File: config.mk
export PLATFORM = sky130hd
export DESIGN_NAME = largest_free_region_select
export DESIGN_NICKNAME = d
export VERILOG_FILES = /design/src/rtl/lfrs_pkg.sv /design/src/rtl/lfrs_csr.sv /design/src/rtl/lfrs_weigh.sv /design/src/rtl/lfrs_emit.sv /design/src/rtl/largest_free_region_select.sv
export SDC_FILE = /design/constraint.sdc
export NUM_CORES = 2
export LEC_CHECK = 0
export ABC_AREA = 1
export BUFFER_PORTS_ARGS = -buffer_cell sky130_fd_sc_hd__buf_2
export CAP_MARGIN = 25
export CORE_MARGIN = 2
export CORE_UTILIZATION = 40
export CTS_CLUSTER_DIAMETER = 100
export DETAILED_ROUTE_END_ITERATION = 12
export GPL_ROUTABILITY_DRIVEN = 0
export PLACE_DENSITY_LB_ADDON = 0.2
export SETUP_SLACK_MARGIN = 0.2
export SKIP_LAST_GASP = 1
export SLEW_MARGIN = 20
export SYNTH_ARGS = -nofsm -noshare
export SYNTH_HDL_FRONTEND = slang
export SYNTH_HIERARCHICAL = 1
export SYNTH_SLANG_ARGS = --single-unit
File: constraint.sdc
create_clock -name clock -period 22.8 [get_ports clock]
set_input_delay 6.84 -clock clock [delete_from_list [all_inputs] [get_ports clock]]
set_output_delay 6.84 -clock clock [all_outputs]
set_load 0.1 [all_outputs]
File: src/rtl/lfrs_pkg.sv
`timescale 1ns / 1ps
// ----------------------------------------------------------------------------
// lfrs_pkg: shared types and constants for the largest free region selector
// Configuration bundle, register indexes, port sizing and page rounding helper.
// ----------------------------------------------------------------------------
package lfrs_pkg;

   localparam int unsigned PAGE_BYTES_DEFAULT = 4096;

   localparam int unsigned CSR_ADDR_W = 5;
   localparam int unsigned CSR_DATA_W = 64;

   localparam logic [31:0] KIND_AVAILABLE = 32'd1;

   localparam logic [63:0] LOAD_TOP_RESET   = 64'd0;
   localparam logic [63:0] MIN_BYTES_RESET  = 64'd2097152;
   localparam logic [63:0] ADDR_LIMIT_RESET = 64'h0000_0000_FFFF_FFFF;

   // Register index, taken from the byte address bits above the 8-byte word
   typedef enum logic [1:0] {
      REG_LOAD_TOP   = 2'd0,
      REG_MIN_BYTES  = 2'd1,
      REG_ADDR_LIMIT = 2'd2
   } reg_index_type;

   // Live configuration as seen by the datapath
   typedef struct packed {
      logic [63:0] image_floor;   // load top rounded up to a page
      logic [63:0] min_bytes;
      logic [63:0] addr_limit;
   } cfg_type;

   function automatic logic [63:0] page_round_up(input logic [63:0] value,
                                                 input logic [63:0] mask);
      return (value + mask) & ~mask;
   endfunction

endpackage

File: src/rtl/lfrs_csr.sv
`timescale 1ns / 1ps
// ----------------------------------------------------------------------------
// lfrs_csr: configuration register file
// APB-style slave holding load_top, min_bytes and addr_limit.
// ----------------------------------------------------------------------------
module lfrs_csr import lfrs_pkg::*; #(
   parameter int unsigned PAGE_BYTES = PAGE_BYTES_DEFAULT
) (
   input  logic                  clock,
   input  logic                  reset,
   input  logic                  csr_psel,
   input  logic                  csr_penable,
   input  logic                  csr_pwrite,
   input  logic [CSR_ADDR_W-1:0] csr_paddr,
   input  logic [CSR_DATA_W-1:0] csr_pwdata,
   output logic [CSR_DATA_W-1:0] csr_prdata,
   output logic                  csr_pready,
   output cfg_type               cfg
);

   localparam logic [63:0] PageMask = 64'(PAGE_BYTES) - 64'd1;

   logic [63:0]   load_top_ff;
   logic [63:0]   image_floor_ff;
   logic [63:0]   min_bytes_ff;
   logic [63:0]   addr_limit_ff;
   logic          write_en;
   reg_index_type reg_index;

   assign csr_pready = 1'b1;
   assign write_en   = csr_psel & csr_penable & csr_pwrite & csr_pready;
   assign reg_index  = reg_index_type'(csr_paddr[CSR_ADDR_W-1:3]);

   always_ff @(posedge clock) begin
      if (reset) begin
         load_top_ff    <= LOAD_TOP_RESET;
         image_floor_ff <= page_round_up(LOAD_TOP_RESET, PageMask);
         min_bytes_ff   <= MIN_BYTES_RESET;
         addr_limit_ff  <= ADDR_LIMIT_RESET;
      end else if (write_en) begin
         unique case (reg_index)
            REG_LOAD_TOP: begin
               load_top_ff    <= csr_pwdata;
               // keep the page-rounded copy so the datapath skips one add
               image_floor_ff <= page_round_up(csr_pwdata, PageMask);
            end
            REG_MIN_BYTES:  min_bytes_ff  <= csr_pwdata;
            REG_ADDR_LIMIT: addr_limit_ff <= csr_pwdata;
            default: ;
         endcase
      end
   end

   always_comb begin
      unique case (reg_index)
         REG_LOAD_TOP:   csr_prdata = load_top_ff;
         REG_MIN_BYTES:  csr_prdata = min_bytes_ff;
         REG_ADDR_LIMIT: csr_prdata = addr_limit_ff;
         default:        csr_prdata = '0;
      endcase
   end

   assign cfg.image_floor = image_floor_ff;
   assign cfg.min_bytes   = min_bytes_ff;
   assign cfg.addr_limit  = addr_limit_ff;

endmodule

File: src/rtl/lfrs_weigh.sv
`timescale 1ns / 1ps
// ----------------------------------------------------------------------------
// lfrs_weigh: region window and best-so-far tracking
// Stage one forms the aligned window of each region; stage two weighs it
// against the best and hands the final best out on the last region.
// ----------------------------------------------------------------------------
module lfrs_weigh import lfrs_pkg::*; #(
   parameter int unsigned PAGE_BYTES = PAGE_BYTES_DEFAULT
) (
   input  logic        clock,
   input  logic        reset,
   input  cfg_type     cfg,
   input  logic        req_valid,
   output logic        req_ready,
   input  logic [63:0] req_region_base,
   input  logic [63:0] req_region_length,
   input  logic [31:0] req_region_kind,
   input  logic        req_is_last,
   output logic        fin_valid,
   input  logic        fin_ready,
   output logic [63:0] fin_base,
   output logic [63:0] fin_length
);

   localparam logic [63:0] PageMask = 64'(PAGE_BYTES) - 64'd1;

   logic        s1_valid_ff;
   logic        s1_use_ff;
   logic        s1_last_ff;
   logic [63:0] s1_start_ff;
   logic [63:0] s1_end_ff;
   logic        s1_use_in;
   logic [63:0] s1_start_in;
   logic [63:0] s1_end_in;
   logic        s1_load;
   logic        s1_go;

   logic [63:0] best_base_ff;
   logic [63:0] best_length_ff;
   logic [63:0] best_base_in;
   logic [63:0] best_length_in;

   logic        fin_valid_ff;
   logic [63:0] fin_base_ff;
   logic [63:0] fin_length_ff;
   logic        fin_load;

   logic [63:0] win_length;
   logic        win_take;

   // Stage one: end address and aligned start
   assign s1_use_in   = (req_region_kind == KIND_AVAILABLE) && (req_region_length != 64'd0);
   assign s1_end_in   = req_region_base + req_region_length;
   assign s1_start_in = page_round_up((req_region_base < cfg.image_floor) ?
                                      cfg.image_floor : req_region_base, PageMask);

   // Non-last transactions never need the final register, so they drain freely
   assign s1_go     = s1_valid_ff && (!s1_last_ff || !fin_valid_ff || fin_ready);
   assign req_ready = !s1_valid_ff || s1_go;
   assign s1_load   = req_valid && req_ready;
   assign fin_load  = s1_go && s1_last_ff;

   // Stage two: aligned length and comparison with the best
   assign win_length = (s1_end_ff - s1_start_ff) & ~PageMask;
   assign win_take   = s1_use_ff && (s1_start_ff < s1_end_ff)
                       && (win_length >= cfg.min_bytes) && (win_length > best_length_ff);

   assign best_base_in   = win_take ? s1_start_ff : best_base_ff;
   assign best_length_in = win_take ? win_length  : best_length_ff;

   always_ff @(posedge clock) begin
      if (reset) begin
         s1_valid_ff    <= 1'b0;
         fin_valid_ff   <= 1'b0;
         best_base_ff   <= '0;
         best_length_ff <= '0;
      end else begin
         if (s1_load) begin
            s1_valid_ff <= 1'b1;
         end else if (s1_go) begin
            s1_valid_ff <= 1'b0;
         end
         if (fin_load) begin
            fin_valid_ff <= 1'b1;
         end else if (fin_ready) begin
            fin_valid_ff <= 1'b0;
         end
         if (s1_go) begin
            // clear the best once the map ends
            best_base_ff   <= s1_last_ff ? 64'd0 : best_base_in;
            best_length_ff <= s1_last_ff ? 64'd0 : best_length_in;
         end
      end
   end

   always_ff @(posedge clock) begin
      if (s1_load) begin
         s1_use_ff   <= s1_use_in;
         s1_last_ff  <= req_is_last;
         s1_start_ff <= s1_start_in;
         s1_end_ff   <= s1_end_in;
      end
      if (fin_load) begin
         fin_base_ff   <= best_base_in;
         fin_length_ff <= best_length_in;
      end
   end

   assign fin_valid  = fin_valid_ff;
   assign fin_base   = fin_base_ff;
   assign fin_length = fin_length_ff;

`ifndef SYNTHESIS
   a_best_cleared: assert property (@(posedge clock) disable iff (reset)
      fin_load |=> (best_length_ff == 64'd0) && (best_base_ff == 64'd0))
      else $error("best not cleared after last region");
   a_best_len_aligned: assert property (@(posedge clock) disable iff (reset)
      (best_length_ff & PageMask) == 64'd0)
      else $error("best length not page aligned");
   a_best_base_aligned: assert property (@(posedge clock) disable iff (reset)
      (best_base_ff & PageMask) == 64'd0)
      else $error("best base not page aligned");
`endif

endmodule

File: src/rtl/lfrs_emit.sv
`timescale 1ns / 1ps
// ----------------------------------------------------------------------------
// lfrs_emit: claim decision and result register
// Checks the final best against the limits, clamps the length, holds result.
// ----------------------------------------------------------------------------
module lfrs_emit import lfrs_pkg::*; #(
   parameter int unsigned PAGE_BYTES = PAGE_BYTES_DEFAULT
) (
   input  logic        clock,
   input  logic        reset,
   input  cfg_type     cfg,
   input  logic        fin_valid,
   output logic        fin_ready,
   input  logic [63:0] fin_base,
   input  logic [63:0] fin_length,
   output logic        rsp_valid,
   input  logic        rsp_ready,
   output logic        rsp_claim_ok,
   output logic [63:0] rsp_arena_base,
   output logic [63:0] rsp_arena_length
);

   localparam logic [63:0] PageMask = 64'(PAGE_BYTES) - 64'd1;

   logic        rsp_valid_ff;
   logic        claim_ok_ff;
   logic [63:0] arena_base_ff;
   logic [63:0] arena_length_ff;
   logic        claim_ok_in;
   logic [63:0] arena_base_in;
   logic [63:0] arena_length_in;
   logic [63:0] clamp_length;
   logic        load;

   assign fin_ready = !rsp_valid_ff || rsp_ready;
   assign load      = fin_valid && fin_ready;

   assign claim_ok_in = (fin_length != 64'd0) && (fin_length >= cfg.min_bytes)
                        && (fin_base <= cfg.addr_limit);
   assign clamp_length    = (fin_length > cfg.addr_limit) ? (cfg.addr_limit & ~PageMask)
                                                          : fin_length;
   assign arena_base_in   = claim_ok_in ? fin_base : 64'd0;
   assign arena_length_in = claim_ok_in ? clamp_length : 64'd0;

   always_ff @(posedge clock) begin
      if (reset) begin
         rsp_valid_ff <= 1'b0;
      end else if (load) begin
         rsp_valid_ff <= 1'b1;
      end else if (rsp_ready) begin
         rsp_valid_ff <= 1'b0;
      end
   end

   always_ff @(posedge clock) begin
      if (load) begin
         claim_ok_ff     <= claim_ok_in;
         arena_base_ff   <= arena_base_in;
         arena_length_ff <= arena_length_in;
      end
   end

   assign rsp_valid        = rsp_valid_ff;
   assign rsp_claim_ok     = claim_ok_ff;
   assign rsp_arena_base   = arena_base_ff;
   assign rsp_arena_length = arena_length_ff;

`ifndef SYNTHESIS
   a_fail_zero: assert property (@(posedge clock) disable iff (reset)
      (rsp_valid_ff && !claim_ok_ff) |-> (arena_base_ff == 64'd0) && (arena_length_ff == 64'd0))
      else $error("failed claim carries nonzero arena");
   a_len_aligned: assert property (@(posedge clock) disable iff (reset)
      rsp_valid_ff |-> (arena_length_ff & PageMask) == 64'd0)
      else $error("arena length not page aligned");
   a_base_limit: assert property (@(posedge clock) disable iff (reset)
      (rsp_valid_ff && claim_ok_ff) |-> (arena_base_ff <= cfg.addr_limit))
      else $error("arena base beyond address limit");
`endif

endmodule

File: src/rtl/largest_free_region_select.sv
`timescale 1ns / 1ps
// ----------------------------------------------------------------------------
// largest_free_region_select: pick the longest usable region of a memory map
// Regions stream in one per transaction; the map's last region yields a claim.
// ----------------------------------------------------------------------------
// Usage
//   req channel: one memory-map region per transaction (base, length, raw type
//   code, last flag). A transaction is taken on every cycle the channel offers
//   one while req_ready is high; the block sustains one region per clock.
//   rsp channel: one transaction per map, issued for the region marked last,
//   carrying claim_ok, the page-aligned arena base and its clamped length.
//   The result passes through the window stage register, the weigh stage's
//   hand-off register and the result register.
//   The best-so-far compare in the weigh stage is combinational, so a region
//   can follow in every cycle unless a stalled result holds req_ready low.
//   csr port: load_top, min_bytes and addr_limit at byte offsets 0, 8 and 16,
//   64-bit data; write them only while no map is in flight.
//   Reset empties the pipeline, clears the best-so-far and loads the register
//   defaults. While the receiver stalls a pending result, ordinary regions
//   still flow; a further last region is held in the hand-off register, and
//   req_ready drops once yet another last region reaches the window stage.
// ----------------------------------------------------------------------------
module largest_free_region_select import lfrs_pkg::*; #(
   parameter int unsigned PAGE_BYTES = PAGE_BYTES_DEFAULT
) (
   input  logic                  clock,
   input  logic                  reset,
   input  logic                  req_valid,
   output logic                  req_ready,
   input  logic [63:0]           req_region_base,
   input  logic [63:0]           req_region_length,
   input  logic [31:0]           req_region_kind,
   input  logic                  req_is_last,
   output logic                  rsp_valid,
   input  logic                  rsp_ready,
   output logic                  rsp_claim_ok,
   output logic [63:0]           rsp_arena_base,
   output logic [63:0]           rsp_arena_length,
   input  logic                  csr_psel,
   input  logic                  csr_penable,
   input  logic                  csr_pwrite,
   input  logic [CSR_ADDR_W-1:0] csr_paddr,
   input  logic [CSR_DATA_W-1:0] csr_pwdata,
   output logic [CSR_DATA_W-1:0] csr_prdata,
   output logic                  csr_pready
);

   cfg_type     cfg;
   logic        fin_valid;
   logic        fin_ready;
   logic [63:0] fin_base;
   logic [63:0] fin_length;

   lfrs_csr #(
      .PAGE_BYTES (PAGE_BYTES)
   ) u_csr (
      .clock       (clock),
      .reset       (reset),
      .csr_psel    (csr_psel),
      .csr_penable (csr_penable),
      .csr_pwrite  (csr_pwrite),
      .csr_paddr   (csr_paddr),
      .csr_pwdata  (csr_pwdata),
      .csr_prdata  (csr_prdata),
      .csr_pready  (csr_pready),
      .cfg         (cfg)
   );

   lfrs_weigh #(
      .PAGE_BYTES (PAGE_BYTES)
   ) u_weigh (
      .clock             (clock),
      .reset             (reset),
      .cfg               (cfg),
      .req_valid         (req_valid),
      .req_ready         (req_ready),
      .req_region_base   (req_region_base),
      .req_region_length (req_region_length),
      .req_region_kind   (req_region_kind),
      .req_is_last       (req_is_last),
      .fin_valid         (fin_valid),
      .fin_ready         (fin_ready),
      .fin_base          (fin_base),
      .fin_length        (fin_length)
   );

   lfrs_emit #(
      .PAGE_BYTES (PAGE_BYTES)
   ) u_emit (
      .clock            (clock),
      .reset            (reset),
      .cfg              (cfg),
      .fin_valid        (fin_valid),
      .fin_ready        (fin_ready),
      .fin_base         (fin_base),
      .fin_length       (fin_length),
      .rsp_valid        (rsp_valid),
      .rsp_ready        (rsp_ready),
      .rsp_claim_ok     (rsp_claim_ok),
      .rsp_arena_base   (rsp_arena_base),
      .rsp_arena_length (rsp_arena_length)
   );

endmodule

==> impl_metrics.json <==
{
  "io_buffers": 428,
  "synth_area_per_cell_um2": 7.19,
  "fin_tns_setup_ps": 0,
  "core_um2": 129000,
  "critPathSlowestCell": "inv_1",
  "final_common_cell": "nand2_1",
  "status": "complete, no violations",
  "drv_slew": 0,
  "fmax_mhz": 62.7,
  "pre_cts_ws_ps": 6900,
  "p_int_mw": 2.78,
  "min_period_ps": 15950,
  "critPathArrivalTime_ps": 9110,
  "clock_sinks": 750,
  "ys_ff_latch": 750,
  "layout.nets": 8297,
  "drv_cap": 0,
  "htree_levels": 3,
  "relSlewSlack_pct": 28.5,
  "insertion_delay_ps": 700,
  "cts_tree": "built",
  "grt_setup_unrepaired": "no",
  "start_util_pct": 40.3,
  "clockBufferDepth": 3,
  "synth_xor_xnor_area_share_pct": 1.93,
  "area_growth_syn_to_layout_pct": 12.9,
  "gr-total-overflow": 0,
  "worstSetupPathType": "in -> out",
  "synth_top_family_by_area": "simple AND/OR/NAND/NOR gates",
  "syn-cell-area_um2": 52200,
  "holdPathStages": 2,
  "wirelength_um": 208000,
  "synthArstFlopShare_pct": 0,
  "postCtsSetupBuffers": 0,
  "dr.first_iter.drc_count": 6004,
  "grt_pass1_wl_um": 299000,
  "setup_ws_ps": 6850,
  "die_height_um": 365,
  "dpl_cell_area_um2": 55800,
  "cpMostUsedCell": "buf_2",
  "fin_cells": 9414,
  "postCtsResizedCells": 0,
  "cp_max_fo": 35,
  "clk_pin_slew_ps": 60,
  "hold_violations": 0,
  "pwr-share-clk_pct": 33.9,
  "yosys.area_share.adder_pct": 11.4,
  "ys_warn_count": 6,
  "multi_input_area_um2": 28200,
  "synth_compound_area_share_pct": 11.8,
  "worst_hold_path_type": "reg -> reg",
  "synth-main-ff-cell": "edfxtp_1",
  "routedWlPerCell_um": 22.1,
  "yosysSeqAreaShare_pct": 36.0,
  "critPathMaxStageDelay_ps": 560,
  "worst_pin_slew_ps": 1070,
  "peakVddDrop_mv": 0.0616,
  "worstRegToRegCells": 33,
  "crit_path_cell_trace": "buf_2 -> inv_2 -> nand2_4 -> inv_1 -> buf_4 -> nand2_1 -> nand3_1 -> buf_2",
  "vias": 51100,
  "dpl.hpwl_um": 167000,
  "rows": 132,
  "io-pin-count": 433,
  "synthCells": 7262,
  "seq_area_um2": 18800,
  "setup_viol_count_final": 0,
  "synthMuxAreaShare_pct": 0,
  "final_cell_mix": "nand2_1 (1714), inv_1 (1092), nor2_1 (711)",
  "startpoint_type": "input port",
  "endpoint_kind": "output port",
  "comb_power_share_pct": 30.9,
  "fin_crit_sh_pct": 70.0,
  "required_ps": 15960,
  "cts_made_buffers": 86,
  "layout-drive-gt1-share_pct": 9.93,
  "cts_hold_buf": 0,
  "cts_root_buf": "clkbuf_16",
  "power_switching_mw": 1.64,
  "synthSimpleGateAreaFrac_pct": 28.6,
  "n_fill_cell": 13300,
  "gr-usage-all-layers_pct": 30.3,
  "skew_ps": 46.5,
  "grt_pass1_vias": 46000,
  "grt_max_degree": 131,
  "power_density_nw_per_um2": 75.1,
  "antenna_found_initial": 38,
  "switching_share_pct": 37.1,
  "avgViaCountPerCell": 5.43,
  "first_pass_iters": 8,
  "utilization_pct": 45.5,
  "power_leakage_nw": 26.6,
  "p_seq_share_pct": 35.2,
  "stdcell_area_um2": 58900,
  "drc": 0,
  "final_antenna_net_count": 0,
  "die_area_um2": 133000,
  "dieWidth_um": 365,
  "synth.distinct_cells": 64,
  "synth_edf_count": 375,
  "dp_cells": 9238
}
==> cells by family after synthesis <==
| group | after synthesis |
|---|---|
| flip-flops | 750 |
| AO/OA/AOI/OAI | 1116 |
| other | 2 |
| AND/OR/NAND/NOR | 3442 |
| buffers and inverters | 1361 |
| XOR/XNOR | 115 |
| adder cells (fa/ha/maj) | 476 |
==> state kept, by name, summed over array words and instances (netlist names) <==
register	flops
u_weigh/s1_start_ff	52
u_weigh/fin_length	64
u_csr/min_bytes_ff	64
u_weigh/best_base_ff	64
u_csr/image_floor_ff	52
u_weigh/fin_base	64
u_csr/addr_limit_ff	64
u_emit/rsp_arena_length	64
u_weigh/s1_last_ff	1
u_csr/load_top_ff	64
u_emit/rsp_valid	1
u_weigh/s1_end_ff	64
u_weigh/s1_use_ff	1
u_emit/rsp_claim_ok	1
u_weigh/fin_valid	1
u_weigh/s1_valid_ff	1
u_weigh/best_length_ff	64
u_emit/rsp_arena_base	64
==> power groups by stage <==
stage | clock network, mW | registers, mW | logic [mW]
after floorplan | 0 | 1.58 | 0.875
after global placement | 0 | 1.58 | 1.30
after detailed placement | 0 | 1.58 | 1.32
after CTS | 1.52 | 1.56 | 1.33
after global routing | 1.57 | 1.56 | 1.49
final | 1.50 | 1.56 | 1.37
==> final cells by class <==
cell class | count | share of cell area (%)
Inverter | 1122 | 7.17
Clock buffer | 114 | 4.22
Antenna cell | 15 | 0.0637
Timing Repair Buffer | 462 | 4.10
Sequential cell | 750 | 31.9
Multi-Input combinational cell | 5162 | 47.9
Tap cell | 1742 | 3.70
Clock inverter | 47 | 1.02
==> cells in the mapped netlist (all sizes together) (2+ instances only) <==
master	n	area share [%]
xor2	89	1.5
clkinv	5	0.036
nor3	77	0.77
nand4	88	1.1
o31ai	2	0.029
nand3b	20	0.29
or2	8	0.096
a21boi	11	0.17
o221ai	5	0.096
and2	109	1.3
o211ai	79	1.1
dfxtp	375	14
ha	474	11
o221a	2	0.043
and3	2	0.024
xnor2	26	0.44
nor4	54	0.65
a31oi	45	0.54
a221oi	3	0.050
edfxtp	375	22
inv	1117	8.0
conb	2	0.014
buf	121	1.3
a2111oi	2	0.034
nor2	786	6.3
o21a	27	0.39
nand2	1739	13
a211oi	23	0.33
o21bai	15	0.22
o21ai	287	2.8
a21o	12	0.17
o2111ai	4	0.067
clkbuf	118	0.85
a21oi	597	5.8
fa	2	0.077
nand3	556	5.4
==> worst max-delay path: cells and delay by family <==
family | cells | cell delay, ps
buf+inv | 5 | 1630
simple gates | 3 | 610
==> metal layers <==
metal / GRT usage (%) / vias up / wire length [um]
met2: 45.4 / 2624 / 87400
met1: 41.3 / 23500 / 87000
met4: 17.7 / 18 / 13400
met5: 0 / - / 114
li1: - / 24500 / -
met3: 4.73 / 426 / 20000
==> per-stage QoR <==
| step | hold WS, ps | power [mW] |
|---|---|---|
| floorplan | 425 | 2.46 |
| global placement | 431 | 2.88 |
| detailed placement | 434 | 2.90 |
| CTS | 444 | 4.41 |
| global route | 460 | 4.62 |
| finish | 441 | 4.43 |
==> worst paths after layout <==
path | endpoint | slack (ps) | from
worst max-delay path | csr_prdata[47] | 6850 | csr_paddr[3]
worst min-delay path | u_weigh/best_base_ff[3]$_SDFFE_PP0P_ | 440 | u_weigh/best_base_ff[3]$_SDFFE_PP0P_
worst max register to register | u_weigh/fin_base[61]$_DFFE_PP_ | 14800 | u_weigh/s1_end_ff[12]$_DFFE_PP_
worst min register to register | u_weigh/best_base_ff[3]$_SDFFE_PP0P_ | 440 | u_weigh/best_base_ff[3]$_SDFFE_PP0P_
(Power assumes the default switching activity.)
